## src/opf_pkg.sv

```systemverilog
// opf_pkg: shared codes, widths and types of the overflow policy fifo
// used by opf_ram and overflow_policy_fifo; depends on nothing
package opf_pkg;

  localparam int DataW    = 32;
  localparam int CapW     = 5;
  localparam int OccW     = 5;
  localparam int CfgIdxW  = 2;
  localparam int CfgDataW = 5;

  typedef enum logic [1:0] {
    CMD_PUSH   = 2'd0,
    CMD_POP    = 2'd1,
    CMD_PEEK   = 2'd2,
    CMD_STATUS = 2'd3
  } cmd_e;

  typedef enum logic [1:0] {
    ST_OK          = 2'd0,
    ST_FULL_DROP   = 2'd1,
    ST_WOULD_BLOCK = 2'd2,
    ST_EMPTY       = 2'd3
  } status_e;

  typedef enum logic [1:0] {
    POL_DROP_NEWEST = 2'd0,
    POL_DROP_OLDEST = 2'd1,
    POL_BLOCK       = 2'd2
  } policy_e;

  localparam logic [CfgIdxW-1:0] RegCapacity   = 2'd0;
  localparam logic [CfgIdxW-1:0] RegDropPolicy = 2'd1;

  localparam logic [CapW-1:0] CapReset    = 5'd16;
  localparam logic [1:0]      PolicyReset = POL_BLOCK;

  typedef struct packed {
    logic wr_en;
    logic rd_en;
  } ram_ctrl_t;

endpackage

```

## src/overflow_policy_fifo.sv

```systemverilog
// overflow_policy_fifo: ring-buffer fifo with a drop-newest, drop-oldest or block policy
// result: an accepted word gives its result word in the next cycle
// throughput: one word per cycle; the single result register stalls the input
// while its word is not taken, the entry store is read at most once per word
// reset: counters, pointers and fill clear, capacity 16, policy block; entries undefined
module overflow_policy_fifo import opf_pkg::*; #(
  parameter int DEPTH         = 16,
  parameter int PAYLOAD_WIDTH = 32
) (
  input  logic                clk_i,
  input  logic                rst_ni,
  // configuration
  input  logic                cfg_valid_i,
  output logic                cfg_ready_o,
  input  logic [CfgIdxW-1:0]  cfg_index_i,
  input  logic [CfgDataW-1:0] cfg_data_i,
  // input words
  input  logic                in_valid_i,
  output logic                in_ready_o,
  input  logic [1:0]          cmd_i,
  input  logic [DataW-1:0]    payload_i,
  input  logic [DataW-1:0]    now_time_i,
  // result words
  output logic                out_valid_o,
  input  logic                out_ready_i,
  output logic [1:0]          status_o,
  output logic [DataW-1:0]    out_payload_o,
  output logic [DataW-1:0]    out_stamp_o,
  output logic [DataW-1:0]    out_sequence_o,
  output logic [OccW-1:0]     occupancy_o,
  output logic [DataW-1:0]    written_total_o,
  output logic [DataW-1:0]    read_total_o,
  output logic [DataW-1:0]    dropped_total_o,
  output logic [OccW-1:0]     peak_occupancy_o
);

  // the capacity register cannot address beyond its own range
  localparam int MaxCap  = (1 << CapW) - 1;
  localparam int UseDepth = (DEPTH < MaxCap) ? DEPTH : MaxCap;
  localparam int PtrW    = $clog2(UseDepth);
  localparam int CntW    = $clog2(UseDepth + 1);
  localparam int StoreW  = (PAYLOAD_WIDTH < DataW) ? PAYLOAD_WIDTH : DataW;
  localparam int EntryW  = StoreW + 2 * DataW;

  logic [CapW-1:0]  capacity_q;
  logic [1:0]       policy_q;
  logic [PtrW-1:0]  head_q, head_d, tail_q, tail_d;
  logic [CntW-1:0]  fill_q, fill_d, peak_q, peak_d;
  logic [DataW-1:0] seq_q, seq_d, pushes_q, pushes_d, pops_q, pops_d, drops_q, drops_d;
  logic             out_valid_q, hit_q, hit_d;
  status_e          status_q, status_d;

  logic [CapW-1:0]   cap;
  logic              accept, full, empty;
  logic [PtrW-1:0]   rd_addr;
  ram_ctrl_t         ram_ctrl;
  logic [EntryW-1:0] wr_entry, rd_entry;

  function automatic logic [PtrW-1:0] adv(input logic [PtrW-1:0] p,
                                          input logic [CapW-1:0] c);
    logic [CapW:0] n;
    n = (CapW+1)'(p) + (CapW+1)'(1);
    return (n >= {1'b0, c}) ? '0 : PtrW'(n);
  endfunction

  assign cfg_ready_o = 1'b1;
  assign in_ready_o  = !out_valid_q || out_ready_i;
  assign accept      = in_valid_i && in_ready_o;

  always_comb begin
    if (capacity_q == '0) begin
      cap = CapW'(1);
    end else if (capacity_q > CapW'(UseDepth)) begin
      cap = CapW'(UseDepth);
    end else begin
      cap = capacity_q;
    end
  end

  assign full  = CapW'(fill_q) >= cap;
  assign empty = fill_q == '0;

  always_comb begin
    logic insert;
    insert   = 1'b0;
    head_d   = head_q;
    tail_d   = tail_q;
    fill_d   = fill_q;
    seq_d    = seq_q;
    pushes_d = pushes_q;
    pops_d   = pops_q;
    drops_d  = drops_q;
    peak_d   = peak_q;
    status_d = ST_OK;
    hit_d    = 1'b0;
    rd_addr  = tail_q;
    unique case (cmd_e'(cmd_i))
      CMD_PUSH: begin
        insert = 1'b1;
        if (full) begin
          case (policy_e'(policy_q))
            POL_DROP_NEWEST: begin
              drops_d  = drops_q + DataW'(1);
              status_d = ST_FULL_DROP;
              insert   = 1'b0;
            end
            POL_DROP_OLDEST: begin
              tail_d  = adv(tail_q, cap);
              fill_d  = fill_q - CntW'(1);
              drops_d = drops_q + DataW'(1);
            end
            default: begin
              // unused policy code behaves as block
              status_d = ST_WOULD_BLOCK;
              insert   = 1'b0;
            end
          endcase
        end
        if (insert) begin
          seq_d    = seq_q + DataW'(1);
          head_d   = adv(head_q, cap);
          fill_d   = fill_d + CntW'(1);
          pushes_d = pushes_q + DataW'(1);
          if (fill_d > peak_q) begin
            peak_d = fill_d;
          end
        end
      end
      CMD_POP: begin
        if (empty) begin
          status_d = ST_EMPTY;
        end else begin
          hit_d   = 1'b1;
          tail_d  = adv(tail_q, cap);
          fill_d  = fill_q - CntW'(1);
          pops_d  = pops_q + DataW'(1);
        end
      end
      CMD_PEEK: begin
        if (empty) begin
          status_d = ST_EMPTY;
        end else begin
          hit_d   = 1'b1;
          rd_addr = (head_q == '0) ? PtrW'(cap - CapW'(1)) : head_q - PtrW'(1);
        end
      end
      CMD_STATUS: begin
      end
      default: begin
      end
    endcase
    ram_ctrl.wr_en = accept && insert;
    ram_ctrl.rd_en = accept && hit_d;
  end

  assign wr_entry = {payload_i[StoreW-1:0], now_time_i, seq_q};

  opf_ram #(
    .WIDTH (EntryW),
    .DEPTH (UseDepth)
  ) u_ram (
    .clk_i     (clk_i),
    .ctrl_i    (ram_ctrl),
    .wr_addr_i (head_q),
    .wr_data_i (wr_entry),
    .rd_addr_i (rd_addr),
    .rd_data_o (rd_entry)
  );

  always_ff @(posedge clk_i or negedge rst_ni) begin
    if (!rst_ni) begin
      capacity_q <= CapReset;
      policy_q   <= PolicyReset;
    end else if (cfg_valid_i && cfg_ready_o) begin
      if (cfg_index_i == RegCapacity) begin
        capacity_q <= cfg_data_i[CapW-1:0];
      end else if (cfg_index_i == RegDropPolicy) begin
        policy_q <= cfg_data_i[1:0];
      end
    end
  end

  always_ff @(posedge clk_i or negedge rst_ni) begin
    if (!rst_ni) begin
      head_q   <= '0;
      tail_q   <= '0;
      fill_q   <= '0;
      peak_q   <= '0;
      seq_q    <= '0;
      pushes_q <= '0;
      pops_q   <= '0;
      drops_q  <= '0;
    end else if (accept) begin
      head_q   <= head_d;
      tail_q   <= tail_d;
      fill_q   <= fill_d;
      peak_q   <= peak_d;
      seq_q    <= seq_d;
      pushes_q <= pushes_d;
      pops_q   <= pops_d;
      drops_q  <= drops_d;
    end
  end

  always_ff @(posedge clk_i or negedge rst_ni) begin
    if (!rst_ni) begin
      out_valid_q <= 1'b0;
      hit_q       <= 1'b0;
      status_q    <= ST_OK;
    end else if (accept) begin
      out_valid_q <= 1'b1;
      hit_q       <= hit_d;
      status_q    <= status_d;
    end else if (out_ready_i) begin
      out_valid_q <= 1'b0;
    end
  end

  // state registers hold the totals after the word in flight until the next word
  assign out_valid_o      = out_valid_q;
  assign status_o         = status_q;
  assign out_payload_o    = hit_q ? DataW'(rd_entry[EntryW-1 -: StoreW]) : '0;
  assign out_stamp_o      = hit_q ? rd_entry[2*DataW-1 -: DataW] : '0;
  assign out_sequence_o   = hit_q ? rd_entry[DataW-1:0] : '0;
  assign occupancy_o      = OccW'(fill_q);
  assign written_total_o  = pushes_q;
  assign read_total_o     = pops_q;
  assign dropped_total_o  = drops_q;
  assign peak_occupancy_o = OccW'(peak_q);

`ifndef SYNTH
  a_fill_bounded: assert property (@(posedge clk_i) disable iff (!rst_ni)
    fill_q <= CntW'(UseDepth))
    else $error("fill count beyond store depth");

  a_stall_blocks_input: assert property (@(posedge clk_i) disable iff (!rst_ni)
    out_valid_o && !out_ready_i |-> !in_ready_o)
    else $error("input taken while result word is stalled");

  a_pop_decrements: assert property (@(posedge clk_i) disable iff (!rst_ni)
    accept && cmd_i == CMD_POP && !empty |=> fill_q == $past(fill_q) - CntW'(1))
    else $error("pop did not remove one entry");

  a_empty_result: assert property (@(posedge clk_i) disable iff (!rst_ni)
    accept && (cmd_i == CMD_POP || cmd_i == CMD_PEEK) && empty
      |=> status_o == ST_EMPTY && fill_q == '0 && !hit_q)
    else $error("empty read changed state or returned data");

  a_peak_covers_fill: assert property (@(posedge clk_i) disable iff (!rst_ni)
    accept && cmd_i == CMD_PUSH && status_d == ST_OK |=> peak_q >= fill_q)
    else $error("peak occupancy below occupancy after push");
`endif

endmodule

```

## src/opf_ram.sv

```systemverilog
// opf_ram: entry store of the fifo, one write and one registered read port
// depends on opf_pkg for the port control struct
module opf_ram import opf_pkg::*; #(
  parameter int WIDTH = 96,
  parameter int DEPTH = 16
) (
  input  logic                     clk_i,
  input  ram_ctrl_t                ctrl_i,
  input  logic [$clog2(DEPTH)-1:0] wr_addr_i,
  input  logic [WIDTH-1:0]         wr_data_i,
  input  logic [$clog2(DEPTH)-1:0] rd_addr_i,
  output logic [WIDTH-1:0]         rd_data_o
);

  logic [WIDTH-1:0] mem_q [DEPTH];
  logic [WIDTH-1:0] rd_data_q;

  always_ff @(posedge clk_i) begin
    if (ctrl_i.wr_en) begin
      mem_q[wr_addr_i] <= wr_data_i;
    end
  end

  always_ff @(posedge clk_i) begin
    if (ctrl_i.rd_en) begin
      rd_data_q <= mem_q[rd_addr_i];
    end
  end

  assign rd_data_o = rd_data_q;

endmodule
```

## config.mk

```make
export PLATFORM = sky130hd
export DESIGN_NAME = overflow_policy_fifo
export DESIGN_NICKNAME = d
export VERILOG_FILES = /design/src/opf_pkg.sv /design/src/overflow_policy_fifo.sv /design/src/opf_ram.sv
export SDC_FILE = /design/constraint.sdc
export NUM_CORES = 2
export LEC_CHECK = 0
export BUFFER_PORTS_ARGS = -buffer_cell sky130_fd_sc_hd__buf_2
export CORE_UTILIZATION = 58
export CTS_BUF_LIST = sky130_fd_sc_hd__clkbuf_4
export DETAILED_ROUTE_END_ITERATION = 8
export PLACE_DENSITY = 0.77
export SETUP_SLACK_MARGIN = 0.15
export SYNTH_ARGS = -nofsm -noshare
export SYNTH_HDL_FRONTEND = slang
export SYNTH_SLANG_ARGS = --single-unit
```

## constraint.sdc

```tcl
create_clock -name clk_i -period 9.9 [get_ports clk_i]
set_clock_uncertainty 0.1 [all_clocks]
set_input_delay 0.99 -clock clk_i [delete_from_list [all_inputs] [get_ports clk_i]]
set_output_delay 0.99 -clock clk_i [all_outputs]
set_load 0.02 [all_outputs]
```

==> results.ini <==
[job]
max-cap-violations = 0

[setup_path]
cpLargestDelayFamily = multiplexers
regToRegSetupSlack_ns = 4.51
endpoint = u_ram.rd_data_o[66]
r2r_end = u_ram.rd_data_o[66]
slowest_delay_ns = 0.99
crit_fanout = 103
required_ns = 10.82
path_cells = inv_1 > ha_1 > nor3b_1 > mux2_2 > ha_1 > xnor2_1 > mux2_8 > buf_4 > nand3_1 > nand3_1 > a31oi_1
timing.critical_path.from = head_q[0]
r2r-start = head_q[0]
ff2ff_path_depth = 11
crit_slowest_cell = buf_4
endpoint_kind = flop
critical_path_class = reg -> reg
cp.depth = 11
arrival_ns = 6.31
path_buf_inv = 2
worst_setup_path_start_kind = flop

[floorplanning]
dieArea_um2 = 124000
fp.dieH_um = 353
core-area_um2 = 122000
die-width_um = 353
fp-row-count = 128
ios = 285
start_util_pct = 58.5

[route]
drc = 2
drt_wl_total_mm = 176
via_count = 46200
ant_nets = 0
drt_iter0_drc = 5886
wl_per_cell_um = 22.8
viasPerCell = 5.97
firstDrtPassIters = 8

[clock_tree]
root_buffer = clkbuf_4
cts_buffer_depth = 4
post_cts_buffers = 0
numClockSinks = 1789
h-tree-depth = 5
numCtsBuffers = 440
cts.repair.resized = 0
cts_tree = yes
clkTransAtPathRegs_ns = 0.07
clk_latency_ns = 1.38

[power]
power_frac_seq_pct = 41.8
power_switching_share_pct = 35.2
peakVddDrop_mv = 0.335
power_density_nw_per_um2 = 265
leakage_nw = 29.8
netSwitchingPower_mw = 7.51
intPower_mw = 13.8
total_power_mw = 21.3
clkPwrFrac_pct = 28.3
combPwrFrac_pct = 29.9

[cells_and_area]
nets = 5863
fill_cells = 8340
regArea_um2 = 52900
synthToLayoutAreaGrowth_pct = 12.9
final_cells = 7740
multi_input_area_um2 = 16900
final_area_um2 = 80400
drive_gt1_share_pct = 17.9

[placement]
dp_hpwl_mm = 88.4
dp.cells = 6848
io_buffers = 283
place_ws_ns = 4.63
place_area_um2 = 74000
gp_congestion = 0.827

[global_routing]
grt_pass1_wl_mm = 266
antenna_found_initial = 7
overflow = 0
grt_usage_pct = 28.1
grt_pass1_vias = 45300
grt_max_degree = 216

[yosys]
synth_fp_nets = 5303
synth_area_um2 = 71300
synth_edf_count = 1632
async_reset_ff_share_pct = 8.78
synth.distinct_cells = 62
synthTopCellsByArea = edfxtp_1 69%, nand2_1 6.5%, nand3_1 5.7%
synth_common_cells = 1,632 x edfxtp_1, 1,234 x nand2_1, 818 x nand3_1
syn_avg_cell_area_um2 = 13.7
ys_seq_area_share_pct = 74.3
synth_top_flop_cell = edfxtp_1
yosysWarnings = 0
ys_ff_latch = 1789
synth_top_cell_by_area = edfxtp_1
yosysMostFrequentCell = edfxtp_1
synth_cells = 5189
synth_top_area_share_pct = 68.8

[outcome]
status = finished with violations
violations = design-rule violations

[sta]
rsz0062_at_grt = false
fin_crit_sh_pct = 54.4
setup-tns-final_ns = 0
worstMarginPinSlew_ns = 1.19
slew_viol_final = 0
setup_viol = 0
max_freq_mhz = 186
hold_viol_final = 0
fin_crit_ns = 5.39
slew_headroom_pct = 20.7
setup_ws_ns = 4.51

[hold_path]
hold_path.class = in -> reg

[area by class of cell]
class | instances | area share, %
well taps | 1625 | 2.53
flip-flops and latches | 1789 | 65.8
clock buffers | 674 | 6.29
multi-input cells | 3063 | 21.0
clock inverters | 121 | 0.683
diodes | 13 | 0.0404
inverters | 26 | 0.121
repair buffers | 429 | 3.55
[how the worst min path moves through the flow]
stage	startpoint	to	slack (ns)	cells after the start
4_1_cts	cmd_i[0]	status_o[1]	0.15	5
6_report	cmd_i[0]	status_o[1]	0.27	5
5_1_grt	cmd_i[0]	status_o[1]	0.24	5
3_3_place_gp	written_total_o[31]	written_total_o[31]	0.35	1
3_5_place_dp	written_total_o[31]	written_total_o[31]	0.36	1
2_1_floorplan	capacity_q[0]	capacity_q[0]	0.40	1
[worst register-to-register path: cells and delay by family (launching register included)]
family	cells	cell delay, ns
muxes	2	1.27
xor gates and xnor gates	1	0.65
buffers and inverters	2	1.15
adders and majority gates	2	0.44
DFF	1	0.46
AOI/OAI and AO/OA	1	0.10
and+or+nand+nor	3	0.94
[through the flow]
step | hold WS [ns] | util [%]
finish | 0.269 | 66.0
global route | 0.237 | 66.0
CTS | 0.152 | 66.0
detailed placement | 0.356 | 60.7
global placement | 0.351 | 60.7
floorplan | 0.405 | -
[sequential cells by signal (all words and copies together), names as in the netlist, 32 cells and up]
signal           count
u_ram.rd_data_o     96
written_total_o     32
u_ram.mem_q       1536
read_total_o        32
seq_q               32
dropped_total_o     32
[cell families (layout without fill, tap and decap cells)]
family          Yosys count  in the layout  synth area share (%)
flops                  1789           1789                  74.3
xor+xnor                137            137                  1.68
buf+inv                 337           1250                  2.32
fa+ha+maj                36             36                 0.632
other cells               1             14               0.00526
compound gates          350            350                  3.52
mux                     212            212                  3.01
simple gates           2327           2327                  14.5
[routing by layer]
metal | track usage, % | part of all wire, % | vias to the layer above | routed length (µm)
li1 | - | - | 20600 | -
met2 | 44.6 | 48 | 2758 | 84500
met5 | 0 | 0.022 | - | 39
met4 | 9.87 | 2.6 | 6 | 4530
met3 | 6.44 | 11 | 349 | 18800
met1 | 38.4 | 39 | 22600 | 68500
[cell usage in the layout (no fill, tap or decap), types with 12 or more instances in the layout]
cell type and n:
dfrtp_1 154, ha_1 36, clkinv_1 102, and3_1 40, diode_2 13, nor2_1 37, mux2i_1 194, nand4_1 21
nand2b_1 12, nand2_1 1234, mux2_2 15, and2_1 105, nor2_4 13, inv_1 26, xnor2_1 98, nand3_1 818
buf_4 52, dlygate4sd3_1 84, edfxtp_1 1632, a311oi_1 97, a31oi_1 97, o22ai_1 98, clkbuf_4 674, buf_2 282
xor2_1 39
[power by group through the flow]
stage | combinational (mW) | sequential [mW] | clock (mW)
after detailed placement | 6.25 | 9.06 | 0
final | 6.37 | 8.91 | 6.04
after CTS | 6.30 | 8.90 | 6.12
after global placement | 6.11 | 9.06 | 0
after global routing | 6.89 | 8.92 | 6.53
after floorplan | 4.52 | 8.99 | 0
[timing repair]
action,4_1_cts,5_1_grt
endpoints found under the hold margin,1073,0
endpoints found under the setup margin,0,0
hold buffers,84,0
Note: power is estimated with default switching activity, not from simulation.
